## config.mk

```make
export PLATFORM = sky130hd
export DESIGN_NAME = csiald_queue
export DESIGN_NICKNAME = d
export VERILOG_FILES = /design/src/rtl/csiald_pkg.sv /design/src/rtl/csiald_queue.sv
export SDC_FILE = /design/constraint.sdc
export NUM_CORES = 1
export LEC_CHECK = 0
export BUFFER_PORTS_ARGS = -buffer_cell sky130_fd_sc_hd__buf_2
export CAP_MARGIN = 40
export CORE_MARGIN = 3
export CORE_UTILIZATION = 49
export CTS_BUF_LIST = sky130_fd_sc_hd__clkbuf_4
export DETAILED_ROUTE_END_ITERATION = 8
export PLACE_DENSITY = 0.75
export RECOVER_POWER = 25
export SLEW_MARGIN = 20
export SYNTH_ARGS = -nofsm -noshare
export SYNTH_HDL_FRONTEND = slang
export SYNTH_SLANG_ARGS = --single-unit
export TNS_END_PERCENT = 1
```

## constraint.sdc

```tcl
create_clock -name clk_i -period 3.31 [get_ports clk_i]
set_input_delay 0.331 -clock clk_i [delete_from_list [all_inputs] [get_ports clk_i]]
set_output_delay 0.331 -clock clk_i [all_outputs]
set_load 0.02 [all_outputs]
```

## src/rtl/csiald_pkg.sv

```systemverilog
`default_nettype none
package csiald_pkg;

  localparam int unsigned WINDOW_SAMPLES_DEF = 1024;
  localparam int unsigned HEADER_BYTES_DEF   = 20;
  localparam int unsigned QUEUE_DEPTH        = 4;

  localparam int unsigned CFG_INDEX_W = 3;
  localparam int unsigned CFG_DATA_W  = 16;

  localparam int unsigned POS_W = 18;
  localparam logic [POS_W-1:0] POS_MAX = 18'h3FFFF;
  localparam logic [POS_W-1:0] MAGIC_LEN    = 18'd4;
  localparam logic [POS_W-1:0] COUNT_LO_POS = 18'd6;
  localparam logic [POS_W-1:0] COUNT_HI_POS = 18'd7;

  localparam int unsigned DIV_NUM_W = 32;
  localparam int unsigned DIV_DEN_W = 16;
  localparam int unsigned PAIR_ROOT_STEPS = 16;

  localparam logic [15:0] LINGER_MS_RST     = 16'd5000;
  localparam logic [7:0]  CHECK_PERIOD_RST  = 8'd100;
  localparam logic [7:0]  CALIB_SECS_RST    = 8'd30;
  localparam logic [15:0] INIT_THRESH_RST   = 16'd1280;
  localparam logic [15:0] THRESH_FLOOR_RST  = 16'd512;
  localparam logic [3:0]  THRESH_GAIN_RST   = 4'd3;
  localparam logic [10:0] MIN_SAMPLES_RST   = 11'd100;

  localparam logic [7:0] EMPTY_SECS_MAX  = 8'd255;
  localparam logic [7:0] EMPTY_SECS_STEP = 8'd2;

  typedef enum logic [1:0] {
    OP_FRAME_BYTE  = 2'd0,
    OP_ROOM_REPORT = 2'd1,
    OP_TICK        = 2'd2,
    OP_CALIBRATE   = 2'd3
  } opcode_e;

  typedef enum logic [CFG_INDEX_W-1:0] {
    CFG_LINGER_MS     = 3'd0,
    CFG_CHECK_PERIOD  = 3'd1,
    CFG_CALIB_SECS    = 3'd2,
    CFG_INIT_THRESH   = 3'd3,
    CFG_THRESH_FLOOR  = 3'd4,
    CFG_THRESH_GAIN   = 3'd5,
    CFG_MIN_SAMPLES   = 3'd6
  } cfg_index_e;

  typedef enum logic [3:0] {
    B_IDLE,
    B_PAIR,
    B_FEND,
    B_DIV_SAMPLE,
    B_RMS_START,
    B_SWEEP,
    B_SQUARE,
    B_ROOT_GO,
    B_ROOT_WAIT,
    B_DIV_RMS,
    B_APPLY,
    B_EMIT
  } back_state_e;

  // One classified item handed from the parser to the executor.
  typedef struct packed {
    opcode_e     op;
    logic        empty_still;
    logic        pair_valid;
    logic [7:0]  inphase;
    logic [7:0]  quad;
    logic        frame_end;
    logic        frame_good;
    logic [15:0] count;
  } cmd_t;

  function automatic logic [7:0] magic_byte(input logic [1:0] idx);
    logic [7:0] b;
    case (idx)
      2'd0:    b = 8'hC5;
      2'd1:    b = 8'h11;
      2'd2:    b = 8'h00;
      default: b = 8'h01;
    endcase
    return b;
  endfunction

endpackage
`default_nettype wire

```

## src/rtl/csiald_queue.sv

```systemverilog
`default_nettype none
module csiald_queue #(
  parameter int unsigned DEPTH = csiald_pkg::QUEUE_DEPTH
) (
  input  wire logic             clk_i,
  input  wire logic             rst_ni,
  input  wire logic             push_i,
  input  csiald_pkg::cmd_t      data_i,
  output      logic             full_o,
  output      logic             valid_o,
  input  wire logic             pop_i,
  output csiald_pkg::cmd_t      data_o
);

  localparam int unsigned PTR_W = (DEPTH > 1) ? $clog2(DEPTH) : 1;
  localparam int unsigned CNT_W = $clog2(DEPTH + 1);

  csiald_pkg::cmd_t mem_q [DEPTH];
  logic [PTR_W-1:0] wr_q, rd_q;
  logic [CNT_W-1:0] cnt_q;
  logic             do_push, do_pop;

  assign full_o  = (cnt_q == CNT_W'(DEPTH));
  assign valid_o = (cnt_q != '0);
  assign data_o  = mem_q[rd_q];
  assign do_push = push_i && !full_o;
  assign do_pop  = pop_i && valid_o;

  always_ff @(posedge clk_i) begin
    if (do_push) mem_q[wr_q] <= data_i;
  end

  always_ff @(posedge clk_i or negedge rst_ni) begin
    if (!rst_ni) begin
      wr_q  <= '0;
      rd_q  <= '0;
      cnt_q <= '0;
    end else begin
      if (do_push) wr_q <= (wr_q == PTR_W'(DEPTH - 1)) ? '0 : wr_q + 1'b1;
      if (do_pop)  rd_q <= (rd_q == PTR_W'(DEPTH - 1)) ? '0 : rd_q + 1'b1;
      if (do_push && !do_pop)      cnt_q <= cnt_q + 1'b1;
      else if (do_pop && !do_push) cnt_q <= cnt_q - 1'b1;
    end
  end

endmodule
`default_nettype wire

```

After elaboration in Yosys (flattened, before gate mapping)
Memories as Yosys holds them, arrays and structs flattened.
Cells that the tools add are included.
- bits in registers: 7
- memory bits (writable): 152
- bits of input ports: 42
- output and inout bits: 40
- word-level logic and storage cells: 26
- memories: 1
- $add $sub $neg: 4
- eq/ne operators: 3
- muxes and demuxes: 6
- reduce and logical (&&, ||, !) cells: 9
- memories (memory ; depth ; bits a word ; read ports ; clocked after memory_dff ; write ports ; RTL line ; RTL):
    mem_q ; 4 ; 38 ; 1 ; 0 ; 1 ; csiald_queue.sv:18 ; csiald_pkg::cmd_t mem_q [DEPTH];
- operators with widths (cell ; count):
    two-way mux 3 bit ; 2
    adder 2 x 1 -> 2 bit (second input constant) ; 2
    == test 2 bit (second input constant) ; 2
    logical AND 1 bit ; 4
    two-way mux 2 bit ; 2
    adder 3 x 1 -> 3 bit (second input constant) ; 1
    == test 3 bit (second input constant) ; 1
    zero test 1 bit ; 3
    nonzero test 3 bit ; 1
    subtractor 3 x 1 -> 3 bit (second input constant) ; 1
    two-way mux 1 bit ; 2
    nonzero test 2 bit ; 1

Depth between registers and ports, before layout
- depth in word-level cells: 7
- gate-level depth with buffers: 8
- depth with buffers taken out: 8

Worst setup path before layout
No wires, ideal clock.
- kind: flip-flop to flip-flop
- start point: register wr_q[0]
- end point: memory mem_q[3][0] (netlist name), enable pin
- library setup time: 0.434 ns
- data arrival time: 2.214 ns
- slack: 0.662 ns
- stages on the path, launching flop included: 4
- clock period less this slack: 2.648 ns
- cells stage by stage: dfrtp_1 ha_1 nand2_1 nor2_1
- RTL lines (what ; RTL line ; RTL):
    start: declaration ; csiald_queue.sv:19 ; logic [PTR_W-1:0] wr_q, rd_q;
    start signal: assignment ; csiald_queue.sv:39 ; if (do_push) wr_q <= (wr_q == PTR_W'(DEPTH - 1)) ? '0 : wr_q + 1'b1;
    end: declaration ; csiald_queue.sv:18 ;
No word-level cell before the write port.

==> impl_metrics.sql <==
INSERT INTO impl_metrics (metric_group, metric, value, unit) VALUES
('outcome', 'status', 'completed', ''),
('detailed_routing', 'dr.pass1.iters', '4', ''),
('layout', 'synthToLayoutAreaGrowth', '21.4', '%'),
('worst_setup_path', 'cp.required', '2.98', 'ns'),
('synth', 'synth_top_flop_cell', 'edfxtp_1', ''),
('global_route', 'grt_pass1_wl', '15900', 'µm'),
('placed_design', 'preCtsSetupSlack', '1.18', 'ns'),
('floorplanning', 'ios', '82', ''),
('global_route', 'first_global_vias', '3012', ''),
('synth', 'count_leader_synth', 'edfxtp_1', ''),
('floorplanning', 'fp.coreArea', '11700', 'µm²'),
('layout', 'antenna_diode_count', '0', ''),
('synth', 'yosys_register_bits', '159', ''),
('timing', 'final-max-slew-violation-count', '0', ''),
('clocking', 'clockBufferDepth', '2', ''),
('worst_setup_path', 'critical_path_class', 'register to primary output', ''),
('placed_design', 'dp.cells', '461', ''),
('synth', 'synth_top_area_cell', 'edfxtp_1', ''),
('floorplanning', 'starting_density_of_the_core', '51.1', '%'),
('synth', 'gate_count_post_synth', '236', ''),
('synth', 'synthesis.nets', '285', ''),
('detailed_routing', 'vias_per_cell', '5.32', ''),
('clocking', 'numClockSinks', '159', ''),
('worst_setup_path', 'end_kind', 'primary output', ''),
('global_route', 'grt_start_max_net_pins', '32', ''),
('clocking', 'cts-root-buf', 'clkbuf_4', ''),
('timing', 'setup_viol', '0', ''),
('clocking', 'cts_made_buffers', '17', ''),
('layout', 'num-fill-cells', '855', ''),
('detailed_routing', 'routed_wire_length_per_instance', '18.6', 'µm'),
('synth', 'ys.warnings.count', '0', ''),
('synth', 'synth.top_cells.by_area', 'edfxtp_1 77%, mux4_2 14%, dfrtp_1 2.9%', ''),
('timing', 'layout_setup_ws', '0.792', 'ns'),
('layout', 'final_core_util', '62.0', '%'),
('floorplanning', 'dieWidth', '116', 'µm'),
('clocking', 'htreeDepth', '4', ''),
('synth', 'synth_seq_area_share', '79.6', '%'),
('detailed_routing', 'detail_route.iter0.violations', '205', ''),
('floorplanning', 'die_y', '116', 'µm'),
('layout', 'layout-drive-gt1-share', '38.6', '%'),
('synth', 'synth-edff-count', '152', ''),
('timing', 'hold_slack', '0.175', 'ns'),
('worst_setup_path', 'timing.critical_path.from_type', 'register', ''),
('floorplanning', 'num_rows', '39', ''),
('global_route', 'grt_usage', '16.2', '%'),
('timing', 'skew', '0.0109', 'ns'),
('timing', 'rsz_0062_raised_after_global_routing', 'no', ''),
('clocking', 'clock_tree_from_tritoncts', 'done', ''),
('timing', 'clock.fmax', '397', 'MHz'),
('pwr', 'cellLeakagePower', '2.49', 'nW'),
('detailed_routing', 'antenna_violating_nets_post_route', '0', ''),
('synth', 'ys_types', '21', ''),
('timing', 'worstMarginPinSlew', '0.736', 'ns'),
('placed_design', 'portBuffers', '81', ''),
('clocking', 'cts.reportedPaths.clkPinSlew', '0.11', 'ns'),
('synth', 'syn_area', '5960', 'µm²'),
('global_route', 'globalRouteOverflowTotal', '0', ''),
('placed_design', 'gp_congestion', '0.675', ''),
('worst_setup_path', 'arrival_time_reported_for_the_critical_path_endpoint', '2.19', 'ns'),
('detailed_routing', 'routed_wirelength', '9890', 'µm'),
('timing', 'timing.max_slew.rel_slack', '50.8', '%'),
('pwr', 'power.total', '6.11', 'mW'),
('timing', 'final_period_minus_worst_setup_slack', '2.52', 'ns'),
('placed_design', 'dp_hpwl', '6420', 'µm'),
('layout', 'final_cell_count_no_fill', '532', ''),
('min_path', 'holdCritPathClass', 'input port to register', ''),
('pwr', 'vdd_ir_drop_max', '0.403', 'mV'),
('global_route', 'antenna_found_initial', '1', ''),
('synth', 'synth_top_area_share', '76.6', '%'),
('placed_design', 'placement.cell_area', '6580', 'µm²'),
('layout', 'design_area', '7230', 'µm²'),
('floorplanning', 'dieArea', '13500', 'µm²'),
('timing', 'final-hold-violation-count', '0', ''),
('synth', 'synthesis.area_per_instance', '25.2', 'µm²'),
('timing', 'setup-tns-final', '0', 'ns'),
('pwr', 'cellPowerDensity', '846', 'nW/µm²'),
('layout', 'fin_nets', '425', ''),
('detailed_routing', 'vias', '2832', ''),
('timing', 'final_min_period_over_clock_period', '76.1', '%'),
('clocking', 'cts_resized', '0', ''),
('clocking', 'clkLatencyLatePin', '0.52', 'ns'),
('flow_run', 'max_cap_viols', '0', ''),
('synth', 'async_reset_ff_share', '4.40', '%'),
('synth', 'synth.cells.most_frequent', '152 x edfxtp_1, 38 x mux4_2, 7 x dfrtp_1, 6 x ha_1, 5 x buf_6', ''),
('worst_setup_path', 'critPathMaxFanout', '31', ''),
('detailed_routing', 'remaining_drc_errors', '0', '');
-- critical path: stages (launching register included) --
cell,delay (ns)
dfrtp_2,0.60
buf_12,0.31
mux4_2,0.56
buf_2,0.18
-- report_power, final --
part           total, mW  leakage [nW]  internal (mW)  switching, mW
Sequential          2.86          1.47           2.66          0.203
Clock               1.16         0.160          0.542          0.618
Combinational       2.09         0.858          0.944           1.15
Total               6.11          2.49           4.14           1.97
-- flip-flops by register name, indices dropped and copies added (netlist names) --
register	cells
mem_q	152
cnt_q	3
rd_q	2
wr_q	2
-- cell families (layout without fill, tap and decap cells) --
group,count (synthesis),count (layout),synth area share [%]
AND/OR/NAND/NOR,12,12,1.47
multiplexers,43,43,15.4
XOR/XNOR,3,3,0.441
buffers and inverters,12,165,1.49
adder cells (fa/ha/maj),7,7,1.60
flip-flops,159,159,79.6
-- layout by cell type, fill, tap and decap left out, types with 2 or more instances in the layout --
cell type,synthesis,layout
and2_2,0,3
buf_12,0,2
buf_2,2,56
buf_4,1,8
bufinv_16,0,3
clkbuf_1,1,25
clkbuf_4,0,20
clkinv_2,0,5
clkinvlp_4,0,2
dfrtp_1,7,5
dfrtp_2,0,2
dlygate4sd3_1,0,39
edfxtp_1,152,152
ha_1,6,6
inv_1,3,3
mux2_2,3,3
mux2_4,2,2
mux4_2,38,38
nor2_1,4,3
xor2_1,2,2
-- final cells by class --
cell class	count	area, µm²	area share (%)
flip-flops and latches	159	4740	65.6
multi-input cells	65	1140	15.8
repair buffers	130	865	12.0
well taps	143	179	2.47
clock buffers	20	150	2.08
clock inverters	12	143	1.97
inverters	3	11.3	0.156
-- final timing paths --
kind	from	cells after the start	end	slack, ns
max	rd_q[0]	3	data_o[5]	0.79
min	pop_i	3	rd_q[0]	0.17
max reg2reg	cnt_q[0]	8	cnt_q[2]	1.19
min reg2reg	cnt_q[2]	1	cnt_q[2]	0.53
max in group asynchronous	rst_ni	2	rd_q[1]	2.76
min in group asynchronous	rst_ni	2	cnt_q[1]	0.25
-- per-layer routing --
metal  global-route usage (%)  up-vias  share of wire [%]  wire length, µm
li1                         -     1276                  -                -
met1                     20.8     1451                 43             4210
met2                     26.0       83                 50             4950
met3                     5.08       20                5.1              507
met4                     6.88        2                2.1              208
met5                        0        -               0.13               13
-- what timing repair did --
| action | in CTS | in global routing |
|---|---|---|
| hold endpoints to repair | 143 | 12 |
| endpoints found under the setup margin | 0 | 0 |
| hold buffers | 36 | 3 |
| setup buffers | 0 | 0 |
(Power assumes the default switching activity.)
