`src/rtl/csiald_pkg.sv`:
```
`default_nettype none
package csiald_pkg;

  localparam int unsigned WINDOW_SAMPLES_DEF = 1024;
  localparam int unsigned HEADER_BYTES_DEF   = 20;
  localparam int unsigned QUEUE_DEPTH        = 4;

  localparam int unsigned CFG_INDEX_W = 3;
  localparam int unsigned CFG_DATA_W  = 16;

  localparam int unsigned POS_W = 18;
  localparam logic [POS_W-1:0] POS_MAX = 18'h3FFFF;
  localparam logic [POS_W-1:0] MAGIC_LEN    = 18'd4;
  localparam logic [POS_W-1:0] COUNT_LO_POS = 18'd6;
  localparam logic [POS_W-1:0] COUNT_HI_POS = 18'd7;

  localparam int unsigned DIV_NUM_W = 32;
  localparam int unsigned DIV_DEN_W = 16;
  localparam int unsigned PAIR_ROOT_STEPS = 16;

  localparam logic [15:0] LINGER_MS_RST     = 16'd5000;
  localparam logic [7:0]  CHECK_PERIOD_RST  = 8'd100;
  localparam logic [7:0]  CALIB_SECS_RST    = 8'd30;
  localparam logic [15:0] INIT_THRESH_RST   = 16'd1280;
  localparam logic [15:0] THRESH_FLOOR_RST  = 16'd512;
  localparam logic [3:0]  THRESH_GAIN_RST   = 4'd3;
  localparam logic [10:0] MIN_SAMPLES_RST   = 11'd100;

  localparam logic [7:0] EMPTY_SECS_MAX  = 8'd255;
  localparam logic [7:0] EMPTY_SECS_STEP = 8'd2;

  typedef enum logic [1:0] {
    OP_FRAME_BYTE  = 2'd0,
    OP_ROOM_REPORT = 2'd1,
    OP_TICK        = 2'd2,
    OP_CALIBRATE   = 2'd3
  } opcode_e;

  typedef enum logic [CFG_INDEX_W-1:0] {
    CFG_LINGER_MS     = 3'd0,
    CFG_CHECK_PERIOD  = 3'd1,
    CFG_CALIB_SECS    = 3'd2,
    CFG_INIT_THRESH   = 3'd3,
    CFG_THRESH_FLOOR  = 3'd4,
    CFG_THRESH_GAIN   = 3'd5,
    CFG_MIN_SAMPLES   = 3'd6
  } cfg_index_e;

  typedef enum logic [3:0] {
    B_IDLE,
    B_PAIR,
    B_FEND,
    B_DIV_SAMPLE,
    B_RMS_START,
    B_SWEEP,
    B_SQUARE,
    B_ROOT_GO,
    B_ROOT_WAIT,
    B_DIV_RMS,
    B_APPLY,
    B_EMIT
  } back_state_e;

  // One classified item handed from the parser to the executor.
  typedef struct packed {
    opcode_e     op;
    logic        empty_still;
    logic        pair_valid;
    logic [7:0]  inphase;
    logic [7:0]  quad;
    logic        frame_end;
    logic        frame_good;
    logic [15:0] count;
  } cmd_t;

  function automatic logic [7:0] magic_byte(input logic [1:0] idx);
    logic [7:0] b;
    case (idx)
      2'd0:    b = 8'hC5;
      2'd1:    b = 8'h11;
      2'd2:    b = 8'h00;
      default: b = 8'h01;
    endcase
    return b;
  endfunction

endpackage
`default_nettype wire

```
`src/rtl/csiald_front.sv`:
```
`default_nettype none
module csiald_front #(
  parameter int unsigned HEADER_BYTES = csiald_pkg::HEADER_BYTES_DEF
) (
  input  wire logic              clk_i,
  input  wire logic              rst_ni,
  input  wire logic              in_valid_i,
  output      logic              in_stall_o,
  input  wire logic [1:0]        opcode_i,
  input  wire logic [7:0]        data_byte_i,
  input  wire logic              last_byte_i,
  input  wire logic              empty_still_i,
  input  wire logic              full_i,
  output      logic              push_o,
  output csiald_pkg::cmd_t       cmd_o
);

  localparam int unsigned PW = csiald_pkg::POS_W;
  localparam logic [PW-1:0] HDR = PW'(HEADER_BYTES);

  logic [PW-1:0] pos_q, pos_d;
  logic [15:0]   cnt_q, cnt_d;
  logic [7:0]    held_q, held_d;
  logic          bad_q, bad_d;

  logic [PW-1:0] k;
  logic [15:0]   cnt_n;
  logic [7:0]    held_n;
  logic          bad_n;
  logic          pair;
  logic [PW:0]   len;
  logic [PW:0]   need;
  logic          is_frame;

  assign in_stall_o = full_i;
  assign push_o     = in_valid_i && !full_i;
  assign is_frame   = (csiald_pkg::opcode_e'(opcode_i) == csiald_pkg::OP_FRAME_BYTE);

  always_comb begin
    pos_d  = pos_q;
    cnt_d  = cnt_q;
    held_d = held_q;
    bad_d  = bad_q;

    bad_n = bad_q;
    if (pos_q < csiald_pkg::MAGIC_LEN &&
        data_byte_i != csiald_pkg::magic_byte(pos_q[1:0])) begin
      bad_n = 1'b1;
    end
    cnt_n = cnt_q;
    if (pos_q == csiald_pkg::COUNT_LO_POS) cnt_n[7:0] = data_byte_i;
    if (pos_q == csiald_pkg::COUNT_HI_POS) cnt_n[15:8] = data_byte_i;

    // Even payload offsets hold I, odd ones complete a pair within the count.
    k      = pos_q - HDR;
    held_n = held_q;
    pair   = 1'b0;
    if (pos_q >= HDR) begin
      if (!k[0]) held_n = data_byte_i;
      else if (k[PW-1:1] < {1'b0, cnt_n}) pair = 1'b1;
    end

    len  = {1'b0, pos_q} + {{PW{1'b0}}, 1'b1};
    need = (PW+1)'(HEADER_BYTES) + {2'b00, cnt_n, 1'b0};

    cmd_o             = '0;
    cmd_o.op          = csiald_pkg::opcode_e'(opcode_i);
    cmd_o.empty_still = empty_still_i;
    cmd_o.inphase     = held_q;
    cmd_o.quad        = data_byte_i;
    cmd_o.count       = cnt_n;
    if (is_frame) begin
      cmd_o.pair_valid = pair;
      cmd_o.frame_end  = last_byte_i;
      cmd_o.frame_good = (len >= (PW+1)'(HEADER_BYTES)) && !bad_n &&
                         (cnt_n != 16'd0) && (len >= need);
    end

    if (push_o && is_frame) begin
      if (last_byte_i) begin
        pos_d  = '0;
        cnt_d  = '0;
        held_d = '0;
        bad_d  = 1'b0;
      end else begin
        pos_d  = (pos_q < csiald_pkg::POS_MAX) ? pos_q + 1'b1 : pos_q;
        cnt_d  = cnt_n;
        held_d = held_n;
        bad_d  = bad_n;
      end
    end
  end

  always_ff @(posedge clk_i or negedge rst_ni) begin
    if (!rst_ni) begin
      pos_q  <= '0;
      cnt_q  <= '0;
      held_q <= '0;
      bad_q  <= 1'b0;
    end else begin
      pos_q  <= pos_d;
      cnt_q  <= cnt_d;
      held_q <= held_d;
      bad_q  <= bad_d;
    end
  end

endmodule
`default_nettype wire

```
`config.mk`:
```
export PLATFORM = sky130hd
export DESIGN_NAME = csiald_front
export DESIGN_NICKNAME = d
export VERILOG_FILES = /design/src/rtl/csiald_pkg.sv /design/src/rtl/csiald_front.sv
export SDC_FILE = /design/constraint.sdc
export NUM_CORES = 1
export LEC_CHECK = 0
export ABC_AREA = 1
export BUFFER_PORTS_ARGS = -buffer_cell sky130_fd_sc_hd__buf_2
export CAP_MARGIN = 40
export CELL_PAD_IN_SITES_DETAIL_PLACEMENT = 1
export CELL_PAD_IN_SITES_GLOBAL_PLACEMENT = 1
export CORE_MARGIN = 3
export CORE_UTILIZATION = 39
export DETAILED_ROUTE_END_ITERATION = 10
export PLACE_DENSITY = 0.77
export SLEW_MARGIN = 15
export SYNTH_ARGS = -nofsm -noshare
export SYNTH_HDL_FRONTEND = slang
export SYNTH_SLANG_ARGS = --single-unit
```
`constraint.sdc`:
```
create_clock -name clk_i -period 3.65 [get_ports clk_i]
set_input_delay 0.365 -clock clk_i [delete_from_list [all_inputs] [get_ports clk_i]]
set_output_delay 0.365 -clock clk_i [all_outputs]
set_load 0.05 [all_outputs]
```
# Word-level counts from Yosys, hierarchy flattened
# Cells that the tools add are included.
[totals] out_inout_bits=40 ff_bits=43 elab_cells=51 input_bits=16
[op_classes] n_eq_ne=6 order_cmp=6 muxes=16 n_reduce_logical=15 n_addsub=4
[ops] operator="8-bit 2-to-1 mux" count=5
[ops] operator="18-bit by 3-bit equality test with 1-bit output, second input constant" count=2
[ops] operator="18-bit 2-to-1 mux" count=2
[ops] operator="8-bit one-hot mux with 3 select lines" count=1
[ops] operator="18-bit by 1-bit adder with 19-bit output, second input constant" count=1
[ops] operator="19-bit by 18-bit greater-or-equal comparator with 1-bit output" count=1
[ops] operator="19-bit by 5-bit greater-or-equal comparator with 1-bit output, second input constant" count=1
[ops] operator="18-bit by 1-bit adder with 18-bit output, second input constant" count=1
[ops] operator="5-bit by 17-bit adder with 18-bit output, first input constant" count=1
[ops] operator="18-bit by 5-bit greater-or-equal comparator with 1-bit output, second input constant" count=1
[ops] operator="18-bit less-than comparator, second input constant" count=1
[ops] operator="18-bit by 3-bit less-than comparator with 1-bit output, second input constant" count=1
[ops] operator="18-bit by 5-bit subtractor with 18-bit output, second input constant" count=1
[ops] operator="17-bit by 16-bit less-than comparator with 1-bit output" count=1
[ops] operator="16-bit 2-to-1 mux" count=1
[ops] operator="16-bit nonzero test" count=1
[ops] operator="8-bit inequality test" count=1
[ops] operator="1-bit logical AND" count=6
[ops] operator="1-bit 2-to-1 mux" count=6
[ops] operator="2-bit logical NOT" count=2
[ops] operator="2-bit nonzero test" count=2
[ops] operator="3-bit AND reduction" count=1
[ops] operator="2-bit by 1-bit equality test with 1-bit output, second input constant" count=1
[ops] operator="2-bit equality test, second input constant" count=1
[ops] operator="4 further kinds" count=5

# Logic depth before layout (Yosys ltp)
# Gate-level depths: netlist of the first run.
[logic_depth] word_depth=10 ltp_mapped=32 mapped_depth_nobuf=32

# Worst setup path before layout of the first run
# OpenSTA, ideal clock, no wires.
[synth_timing] path_type="reg2out" startpoint="register pos_q[3]" endpoint="output cmd_o[16] (netlist name)" path_stages_with_launch=29 setup_slack_ns=-0.853 path_buffers=0 t_required_ns=3.285 t_arrival_ns=4.138 path_cell_list="dfrtp_1 > inv_1 > ha_1 > nand2_1 > inv_1 > nand2_1 > nor2_4 > nand2_4 > clkinv_8 > nor2_1 > a21oi_2 > inv_1 > ha_1 > inv_1 > nand2_1 > nand2_2 > inv_2 > nand3_2 > clkinv_1 > nand2_1 > xor2_1 > inv_1 > ha_1 > nand2_1 > nor4_1 > nand3_1 > nand3_1 > nand2_1 > nor2_1"
[synth_rtl] element="start, declared" line="csiald_front.sv:21" text="logic [PW-1:0] pos_q, pos_d;"
[synth_rtl] element="start signal, assigned" line="csiald_front.sv:101" text="pos_q <= pos_d;"
[synth_rtl] element="end, declared" line="csiald_front.sv:15" text="output csiald_pkg::cmd_t cmd_o"

==> summary.txt, run 1 <==
Run status
  – Outcome: finished, violations left
  – Failing checks: setup timing

Layout
  – Most common library cell in the layout ignoring fill and taps: inv_1
  – Post-route core utilization: 52.9%
  – Commonest non-fill, non-tap cells in the layout: inv_1, nand2_1, buf_4
  – Fill count: 1394
  – Area of the multi-input gates: 0.00286 sq mm
  – Post-route design area: 0.00576 sq mm
  – Antenna Cells: 0
  – Layout cells sized above 1: 33.2%
  – FF+latch area: 0.00108 sq mm
  – Nets: 796
  – Synth-to-Final Area Change: 31.6%

Pwr
  – Max VDD drop: 355 uV
  – Seq pwr share: 19.3%
  – Clock share of power: 12.9%
  – Power per cell area: 563 mW/mm^2
  – Sw Share: 50.7%
  – Pwr Total: 3240 uW
  – LEAKAGE: 0.00308 uW
  – Logic gate share of total power: 67.7%
  – NetSw: 1640 uW
  – Internal power: 1600 uW

Routing
  – Remaining DRCs: 0
  – DR iter-0 viols: 295
  – DR vias: 4695
  – Length of the first detailed-routing pass in iterations: 4
  – Final wirelength: 17100 um
  – DR vias/cell: 5.33
  – Antenna Nets Post-Route: 0
  – WL per Instance: 19.4 um

GRT
  – Initial antenna violation count: 0
  – Overflow after GRT: 0
  – First-pass GRT wire length: 26800 um
  – Largest net degree at the start of global routing: 30
  – Vias in the first global route: 5042
  – GRT Util Overall: 27.2%

Timing
  – WHS: 0.390 ns
  – Least-Margin Pin Slew: 0.739 ns
  – Clk_skew: 0.0164 ns
  – Fin. Hold Viols: 0
  – # setup viols final: 2
  – Final Cycle Share: 119%
  – Slew margin rel.: 50.8%
  – Final worst slack: -0.704 ns
  – Unrepaired setup endpoints after global routing: true
  – Max frequency: 230 MHz
  – Fin crit period: 4.35 ns
  – Fin. max-slew vios: 0

Floorplanning
  – Full die area: 0.0125 sq mm
  – Die width: 112 um
  – Starting Density: 40.2%
  – Cell Rows: 38
  – CORE AREA: 0.0109 sq mm
  – DIE HEIGHT: 112 um
  – Top Ports: 56

Synth
  – Library cells used by synthesis: 45
  – Ranking of synthesized cells by area: dfrtp_1, ha_1, nand2_1
  – Avg Cell Area, Syn: 7.23 sq um
  – Post-synth EDFFs: 0
  – Ys async rst share: 100%
  – Net Count, Synth: 661
  – Synthesis warning total: 0
  – Cells after synthesis: 605
  – Seq/Total Area, Yosys: 24.6%
  – Synth Cell Area: 0.00437 sq mm
  – Synth area leader: dfrtp_1
  – Ys flop type: dfrtp_1
  – Top-area cell type share of the netlist area: 24.6%
  – Synth Register Bits: 43

Worst setup path
  – Bufs and invs on worst path: 6
  – Setup CP Type: flip-flop to output pin
  – CP max FO: 5
  – Worst EP arrival: 3.99 ns
  – R2R Setup Slk: 0.94 ns
  – Capture point of the worst reg-to-reg path: held_q[2]
  – R2r worst-path depth: 15
  – CP required: 3.28 ns
  – Crit-path leading delay family: simple AND/OR/NAND/NOR gates
  – Worst Setup Start Kind: flip-flop
  – Slowest stage cell, crit path: dfrtp_1
  – Critical R2R Launch: pos_q[3]
  – CP max stage delay: 0.41 ns
  – Most frequent CP cell: nand2_2
  – Setup crit end kind: output pin

CTS
  – CTS tree: yes
  – Htree depth: 2
  – Clock transition at the registers of the reported paths: 0.11 ns
  – Clk root buf: clkbuf_8
  – Clk_lat worst skew: 0.34 ns
  – CTS Buf Count: 5
  – Sink Count: 43
  – Longest Clk Path Bufs: 2

Placement
  – # port buffers: 53
  – Post-DP HPWL: 13500 um
  – Placed Area: 0.00539 sq mm
  – GP Congestion: 0.921

Flow run
  – Maxcap violations: 0

Hold path
  – Min-delay src: data_byte_i[7]
  – Hold depth: 3
  – Min-Delay Path Class: input port to flip-flop
  – Hold path endpoint: held_q[7]
==> worst max path at each step <==
stage | start | endpoint | slack (ns) | depth (start not counted)
floorplan | pos_q[0] | cmd_o[16] | -0.44 | 30
global placement | pos_q[3] | cmd_o[16] | -0.10 | 31
detailed placement | pos_q[3] | cmd_o[16] | -0.29 | 30
CTS | pos_q[3] | cmd_o[16] | -0.42 | 31
global route | pos_q[3] | cmd_o[16] | -0.92 | 26
finish | pos_q[0] | cmd_o[16] | -0.70 | 26
==> state kept, by name, indices dropped and copies added (netlist names) <==
signal  count
cnt_q      16
pos_q      18
held_q      8
bad_q       1
==> cell usage after synthesis (4+ instances only) <==
| cell | n |
|---|---|
| a21oi_1 | 13 |
| o21ai_4 | 4 |
| nor3_2 | 4 |
| buf_2 | 6 |
| o21ai_1 | 5 |
| nor2_2 | 6 |
| ha_1 | 40 |
| dfrtp_1 | 43 |
| o21ai_0 | 17 |
| nand3_1 | 39 |
| inv_1 | 107 |
| o22ai_1 | 31 |
| nor3_1 | 13 |
| nand2_2 | 7 |
| o21ai_2 | 7 |
| xor2_1 | 29 |
| nand2_1 | 108 |
| nor2_1 | 47 |
| inv_2 | 6 |
| buf_4 | 15 |
| nand4_1 | 15 |
==> worst reg2reg max path, stage by stage, from the launching register on <==
cell	delay [ns]
dfrtp_1	0.38
inv_2	0.06
buf_4	0.12
buf_4	0.12
buf_4	0.14
ha_1	0.20
inv_1	0.11
a21oi_2	0.08
inv_1	0.10
nor4_2	0.07
buf_4	0.15
nand3_1	0.12
nand2_1	0.11
a21oi_1	0.60
nand3_1	0.17
o21ai_1	0.11
==> per-layer routing <==
layer  share of wire [%]  vias up  track usage [%]
met5                   0        -                0
met4                 2.8        0             6.57
met3                 5.2       34             4.40
met2                  49      123             48.6
met1                  43     2305             34.1
li1                    -     2233                -
==> cell type report <==
| type | instances | share of cell area, % |
|---|---|---|
| clock inverter | 3 | 0.804 |
| sequential | 43 | 18.7 |
| timing repair buffer | 154 | 18.7 |
| inverter | 115 | 7.91 |
| clock buffer | 5 | 1.20 |
| multi-input combinational | 421 | 49.6 |
| tap | 140 | 3.04 |
==> logic make-up (layout without fill, tap and decap cells) <==
| group | after synthesis | in the layout | synth area share (%) |
|---|---|---|---|
| AOI/OAI and AO/OA | 91 | 91 | 14.3 |
| and+or+nand+nor | 258 | 258 | 28.8 |
| adders and majority gates | 40 | 40 | 11.4 |
| xor gates and xnor gates | 32 | 32 | 6.41 |
| DFF | 43 | 43 | 24.6 |
| buffers and inverters | 141 | 277 | 14.4 |
==> power by group through the flow <==
stage / Sequential [uW] / Combinational [uW] / Clock (uW)
after global placement: 630 / 1950 / 0
after CTS: 628 / 2100 / 422
after detailed placement: 637 / 2040 / 0
final: 627 / 2200 / 419
after floorplan: 702 / 1250 / 0
after global routing: 638 / 2400 / 445
==> stage by stage <==
stage	instances	worst slack (ns)	setup TNS (ns)
2_1_floorplan	605	-0.443	-0.443
3_5_place_dp	860	-0.285	-0.285
5_1_grt	881	-0.922	-1.26
6_report	881	-0.704	-0.808
4_1_cts	875	-0.421	-0.490
3_3_place_gp	859	-0.102	-0.102
==> timing repair <==
item                       4_1_cts  5_1_grt
hold endpoints to repair        14        0
pin swaps                        8       17
hold buffers                     1        0
setup endpoints to repair        2        2
resized for setup               18       21
buffers inserted                 6        6
Note: power is estimated with default switching activity, not from simulation.
==> run 2, diff against run 1 <==
- ABC_AREA: 1 -> default
- CORE_UTILIZATION: 39 -> 40
- CTS_BUF_LIST: default -> sky130_fd_sc_hd__clkbuf_8 sky130_fd_sc_hd__clkbuf_16
==> run 2 against run 1 <==
The run still ends with setup timing left. Via count down 0.53%. Synthesized cell count down 18%. Wire length up 6.8%. Setup slack worse by 0.96 ns. Utilization up 3.1 points. Worst hold slack worse by 0.37 ns. Sequential power down 21%. Global-route usage up 1.2 points. Fmax down 18%. Non-clock buffer count up 10. Critical endpoint unchanged. Clock skew down 0.0071 ns.
==> summary.txt, run 2 <==
Run status
  – Outcome: finished, violations left
  – Failing checks: setup timing

Floorplanning
  – Top Ports: 56 (unchanged)
  – Die width: 108 um (-3.6%)
  – CORE AREA: 0.00991 sq mm (-9.0%)
  – Full die area: 0.0116 sq mm (-7.1%)
  – DIE HEIGHT: 108 um (-3.6%)
  – Cell Rows: 36 (-5.3%)
  – Starting Density: 41.9% (+1.7 points)

Worst setup path
  – Critical R2R Launch: pos_q[5]
  – CP required: 3.28 ns (about the same)
  – CP Cell Sequence: or4_4, or2_4, nor3_4, buf_6, buf_6, mux2_2, buf_4, nor3b_2, xor2_1, mux2i_1, ha_1, nand3_1, a21boi_1, o21ai_1, nand2_1, o311a_1, a2111oi_4, nor4_4, buf_6
  – Bufs and invs on worst path: 4 (-2)
  – CP max stage delay: 0.54 ns (+0.13 ns)
  – CP max FO: 8 (+3)
  – Worst Setup Start Kind: flip-flop
  – Slowest stage cell, crit path: or4_4
  – Worst EP arrival: 4.95 ns (+0.96 ns)
  – Most frequent CP cell: buf_6
  – Crit-path leading delay family: simple AND/OR/NAND/NOR gates
  – Setup crit end kind: output pin
  – Setup CP Type: flip-flop to output pin
  – Crit path from: pos_q[5]

Hold path
  – Min-Delay Path Class: input port to async pin

Layout
  – Fill count: 1177 (-16%)
  – Nets: 685 (-14%)
  – Max reg flops: 18 (unchanged)
  – Layout cells sized above 1: 34.9% (+1.7 points)
  – Antenna Cells: 0 (unchanged)
  – Post-route core utilization: 56.0% (+3.1 points)
  – Synth-to-Final Area Change: 33.7%
  – Register with the most flip-flops: pos_q
  – Commonest non-fill, non-tap cells in the layout: buf_4, nand2_1, buf_2
  – Most common library cell in the layout ignoring fill and taps: buf_4
  – Largest registers: pos_q (18), cnt_q (16), held_q (8)

Placement
  – Post-DP HPWL: 12600 um (-6.5%)
  – GP Congestion: 0.968 (+5.1%)
  – Worst slack, placed: -1.11 ns (-0.823 ns)
  – # port buffers: 53 (unchanged)

Synth
  – Library cells used by synthesis: 61 (+36%)
  – Seq/Total Area, Yosys: 25.9% (+1.3 points)
  – Top-area cell type share of the netlist area: 25.9% (+1.3 points)
  – Most numerous cell in the Yosys netlist: nand2_1
  – Post-synthesis mux area share: 4.52% (+4.5 points)
  – Synth Area in Adders: 12.1% (+0.61 points)
  – Simple-gate area share of the yosys netlist: 22.9% (-6.0 points)
  – Post-synth EDFFs: 0 (unchanged)
  – Cells after synthesis: 498 (-18%)
  – Ys flop type: dfrtp_1
  – Net Count, Synth: 554 (-16%)
  – Synth Register Bits: 43 (unchanged)
  – Compound-Gate Fraction of Synth Area: 17.2% (+2.8 points)
  – Ys async rst share: 100% (unchanged)
  – Synth Cell Area: 0.00415 sq mm (-5.1%)
  – Synthesis warning total: 0 (unchanged)
  – XOR/XNOR Fraction of Synth Area: 9.07% (+2.7 points)
  – Commonest cells post-synth: nand2_1, dfrtp_1, ha_1, o21ai_0, inv_1
  – Avg Cell Area, Syn: 8.33 sq um (+15%)
  – Ranking of synthesized cells by area: dfrtp_1, ha_1, nand2_1
  – Main combinational cell family by area after synthesis: simple AND/OR/NAND/NOR gates
  – Synth area leader: dfrtp_1

Timing
  – Least-Margin Pin Slew: 0.840 ns (+0.102 ns)
  – Unrepaired setup endpoints after global routing: true
  – WHS: 0.0226 ns (-0.367 ns)
  – Final worst slack: -1.67 ns (-0.963 ns)
  – Final Cycle Share: 146% (+26 points)
  – Slew margin rel.: 43.5% (-7.2 points)
  – Fin. Hold Viols: 0 (unchanged)
  – Max frequency: 188 MHz (-18%)
  – Clk_skew: 0.00925 ns (-0.00711 ns)
  – Fin crit period: 5.32 ns (+0.963 ns)
  – Fin. max-slew vios: 0 (unchanged)
  – # setup viols final: 2 (unchanged)

Pwr
  – Power per cell area: 196 mW/mm^2 (-65%)
  – LEAKAGE: 0.00268 uW (-13%)
  – Max VDD drop: 146 uV (-59%)

CTS
  – Longest Clk Path Bufs: 2 (unchanged)
  – # hold bufs at CTS: 0 (-1)
  – Htree depth: 2 (unchanged)
  – Clk_lat worst skew: 0.32 ns (-0.02 ns)
  – CTS tree: yes
  – CTS Buf Count: 5 (unchanged)
  – Clock transition at the registers of the reported paths: 0.10 ns (about the same)
  – Sink Count: 43 (unchanged)
  – Clk root buf: clkbuf_8

GRT
  – Initial antenna violation count: 0 (unchanged)
  – Vias in the first global route: 4872 (-3.4%)
  – First-pass GRT wire length: 25600 um (-4.7%)
  – Overflow after GRT: 0 (unchanged)
  – Largest net degree at the start of global routing: 24 (-20%)
  – GRT Util Overall: 28.4% (+1.2 points)

Routing
  – DR iter-0 viols: 314 (+6.4%)
  – Remaining DRCs: 0 (unchanged)
  – Final wirelength: 18200 um (+6.8%)
  – DR vias/cell: 6.12 (+15%)
  – DR vias: 4670 (-0.53%)
  – WL per Instance: 23.9 um (+23%)
  – Length of the first detailed-routing pass in iterations: 7 (+3)
  – Antenna Nets Post-Route: 0 (unchanged)

Flow run
  – Maxcap violations: 0 (unchanged)
==> run 2: kinds of logic (layout without fill, tap and decap cells) <==
group / Yosys count / in the layout
and+or+nand+nor: 179 / 179
AOI/OAI and AO/OA: 105 / 105
buffers and inverters: 70 / 202
xor gates and xnor gates: 43 / 43
DFF: 43 / 43
adders and majority gates: 40 / 40
muxes: 18 / 18
==> run 2: worst paths after layout <==
| kind | end | cells past startpoint | slack, ns |
|---|---|---|---|
| max in group asynchronous | pos_q[14] | 2 | 3.09 |
| worst min-delay path | held_q[3] | 1 | 0.02 |
| worst min register to register | held_q[1] | 1 | 0.51 |
| worst max-delay path | cmd_o[16] | 19 | -1.67 |
| worst max register to register | cnt_q[15] | 12 | 0.65 |
| min in group clk_i | held_q[6] | 2 | 0.39 |
==> run 2: worst register-to-register path, stage by stage, from the launching register on <==
cell and delay, ns:
dfrtp_1 0.39, or4_4 0.54, or2_4 0.28, buf_4 0.16
buf_8 0.14, nor3_4 0.20, buf_12 0.16, buf_4 0.10
buf_4 0.11, mux2_2 0.36, inv_1 0.21, buf_4 0.15
o21ai_0 0.08
==> run 2: repair_timing <==
action                     in CTS  in global routing
setup buffers                   5                  9
gates resized for setup        16                 17
setup endpoints to repair       2                  2
cloned                          0                  0
pin swaps                       6                 10
==> run 2: layout make-up <==
cell class | count | area [sq um] | area share, %
Inverter | 30 | 118 | 2.12
Multi-Input combinational cell | 385 | 2920 | 52.6
Timing Repair Buffer | 164 | 1180 | 21.3
Clock inverter | 3 | 23.8 | 0.428
Sequential cell | 43 | 1080 | 19.4
Clock buffer | 5 | 68.8 | 1.24
Tap cell | 133 | 166 | 3.00
==> run 2: per-stage QoR <==
| step | setup TNS, ns | cells | cell area [sq um] | total power (uW) |
|---|---|---|---|---|
| 6_report | -2.40 | 763 | 5550 | 1090 |
| 5_1_grt | -2.56 | 763 | 5550 | 1120 |
| 4_1_cts | -1.92 | 755 | 5410 | 1070 |
| 3_5_place_dp | -1.60 | 742 | 5220 | 731 |
| 3_3_place_gp | -1.26 | 741 | 5190 | 714 |
| 2_1_floorplan | -1.24 | 498 | 4250 | 635 |
==> run 2: power breakdown <==
part	internal, uW	switching, uW
Clock	138	213
Combinational	79.6	160
Sequential	487	8.10
==> run 2: metal layers <==
metal	GRT usage, %	wire (um)	vias up
li1	-	-	2017
met1	33.0	6900	2303
met2	51.1	8960	248
met3	3.72	1240	102
met4	13.7	1150	0
met5	0	0	-
==> run 3, diff against run 2 <==
- SETUP_SLACK_MARGIN: default -> 0.15
==> run 3 against run 2 <==
Via count increased by 9.0%. Fmax decreased by 4.8%. The flow still finishes with violations (setup timing). Register-to-register slack got worse by 0.48 ns. Critical endpoint unchanged. Largest power group unchanged. Combinational power increased by 6%. Final cell count increased by 1.0%. Utilization increased by 1.8 points.
==> summary.txt, run 3 (synthesis results as in run 2) <==
Timing
  – Unrepaired setup endpoints after global routing: true
  – Final worst slack: -1.93 ns (-0.266 ns)
  – Clk_skew: 0.00869 ns (-0.000557 ns)
  – Max frequency: 179 MHz (-4.8%)
  – Fin. Hold Viols: 0 (unchanged)
  – Least-Margin Pin Slew: 0.832 ns (-0.00884 ns)
  – Slew margin rel.: 44.1% (+0.59 points)
  – Fin crit period: 5.58 ns (+0.266 ns)
  – Fin. max-slew vios: 0 (unchanged)
  – Setup tns final: -4.10 ns (-1.70 ns)
  – Final Cycle Share: 153% (+7.3 points)
  – # setup viols final: 3 (+1)

CTS
  – CTS Buf Count: 5 (unchanged)
  – Longest Clk Path Bufs: 2 (unchanged)
  – Clk_lat worst skew: 0.34 ns (+0.02 ns)
  – CTS tree: yes
  – Clock transition at the registers of the reported paths: 0.10 ns (about the same)
  – # hold bufs at CTS: 0 (unchanged)
  – Htree depth: 2 (unchanged)
  – Sink Count: 43 (unchanged)
  – Clk root buf: clkbuf_8

Floorplanning
  – DIE HEIGHT: 108 um (unchanged)
  – Cell Rows: 36 (unchanged)
  – CORE AREA: 0.00991 sq mm (unchanged)
  – Top Ports: 56 (unchanged)
  – Starting Density: 41.9% (unchanged)
  – Full die area: 0.0116 sq mm (unchanged)
  – Die width: 108 um (unchanged)

Worst setup path
  – CP max FO: 6 (-2)
  – Worst EP arrival: 5.22 ns (+0.27 ns)
  – Worst Setup Start Kind: flip-flop
  – Setup crit end kind: output pin
  – CP required: 3.28 ns (about the same)
  – Setup CP Type: flip-flop to output pin

Layout
  – Synth-to-Final Area Change: 38.1%
  – Register with the most flip-flops: pos_q
  – Antenna Cells: 0 (unchanged)
  – Area of the multi-input gates: 0.00293 sq mm (+0.26%)
  – Nets: 693 (+1.2%)
  – Largest registers: pos_q (18), cnt_q (16), held_q (8)
  – Layout cells sized above 1: 35.4% (+0.50 points)
  – FF+latch area: 0.00108 sq mm (unchanged)
  – Max reg flops: 18 (unchanged)
  – Fill count: 1175 (-0.17%)
  – Commonest non-fill, non-tap cells in the layout: buf_4, nand2_1, buf_2
  – Most common library cell in the layout ignoring fill and taps: buf_4
  – Final Instance Count excl. Fillers: 771 (+1.0%)

Placement
  – Post-DP HPWL: 12800 um (+1.4%)
  – # port buffers: 53 (unchanged)
  – GP Congestion: 0.957 (-1.1%)
  – Placed cells: 741 (-0.13%)

Routing
  – Length of the first detailed-routing pass in iterations: 5 (-2)
  – Antenna Nets Post-Route: 0 (unchanged)
  – DR vias/cell: 6.60 (+7.8%)
  – Final wirelength: 21700 um (+19%)
  – DR iter-0 viols: 516 (+64%)
  – Remaining DRCs: 0 (unchanged)
  – DR vias: 5089 (+9.0%)
  – WL per Instance: 28.1 um (+18%)

Hold path
  – Min-Delay Path Class: input port to async pin

GRT
  – Initial antenna violation count: 0 (unchanged)
  – First-pass GRT wire length: 28600 um (+12%)
  – Overflow after GRT: 0 (unchanged)
  – Largest net degree at the start of global routing: 24 (unchanged)
  – Vias in the first global route: 5031 (+3.3%)
  – GRT Util Overall: 32.3% (+3.9 points)

Flow run
  – Maxcap violations: 0 (unchanged)

Pwr
  – Max VDD drop: 138 uV (-5.4%)
  – LEAKAGE: 0.00275 uW (+2.4%)
  – Power per cell area: 204 mW/mm^2 (+4.4%)

Run status
  – Failing checks: setup timing
  – Outcome: finished, violations left
-- run 3: final timing paths --
kind,from,endpoint,slack (ns),cells after the start
setup / recovery,pos_q[5],cmd_o[16],-1.93,20
hold / removal,rst_ni,held_q[1],0.01,1
setup reg to reg,pos_q[5],cnt_q[10],0.17,19
hold reg to reg,held_q[4],held_q[4],0.51,1
max in group asynchronous,rst_ni,pos_q[16],3.10,2
min in group clk_i,data_byte_i[6],held_q[6],0.38,2
-- run 3: per-layer routing --
metal / global-route usage (%) / vias to the layer above / wire length, um
li1: - / 2031 / -
met1: 37.1 / 2485 / 7810
met2: 55.3 / 404 / 10100
met3: 5.22 / 169 / 1780
met4: 21.0 / 0 / 1940
met5: 0 / - / 0
-- run 3: final cells by class --
| type | instances | share of cell area, % |
|---|---|---|
| Sequential cell | 43 | 18.8 |
| Multi-Input combinational cell | 385 | 51.0 |
| Clock buffer | 5 | 1.20 |
| Timing Repair Buffer | 172 | 23.2 |
| Tap cell | 133 | 2.90 |
| Inverter | 30 | 2.05 |
| Clock inverter | 3 | 0.830 |
-- run 3: timing repair --
| item | in CTS | in global routing |
|---|---|---|
| buffers inserted | 9 | 13 |
| pin swaps | 11 | 6 |
| setup endpoints to repair | 3 | 5 |
| gates resized for setup | 25 | 44 |
-- run 3: power by group --
| part | internal, uW | switching, uW |
|---|---|---|
| clock | 208 | 212 |
| combinational | 81.0 | 174 |
| sequential | 487 | 8.51 |
| total | 776 | 394 |
-- run 3: per-stage QoR --
stage / power, uW / util, % / area (sq um) / setup slack (ns) / hold slack [ns]
final: 1170 / 57.8 / 5730 / -1.93 / 0.0101
after global routing: 1200 / 57.8 / 5730 / -2.03 / 0.0490
after CTS: 1140 / 55.5 / 5500 / -1.33 / 0.0339
after detailed placement: 729 / 52.6 / 5210 / -1.07 / 0.387
after global placement: 714 / 52.3 / 5180 / -0.899 / 0.484
after floorplan: 635 / - / 4250 / -1.11 / 0.0694
-- run 3: critical path, stage by stage, from the launching register on --
cell	delay, ns
dfrtp_1	0.41
or4_4	0.54
or2_4	0.29
nor3_4	0.17
buf_6	0.17
mux2i_4	0.28
inv_4	0.07
ha_4	0.18
o32ai_4	0.37
nor2_2	0.15
nand2_1	0.13
xnor2_1	0.15
ha_1	0.29
a21oi_1	0.24
o21ai_1	0.21
nand2_1	0.13
nand2_1	0.09
o311a_1	0.37
a2111oi_4	0.37
nor4_4	0.10
buf_6	0.19
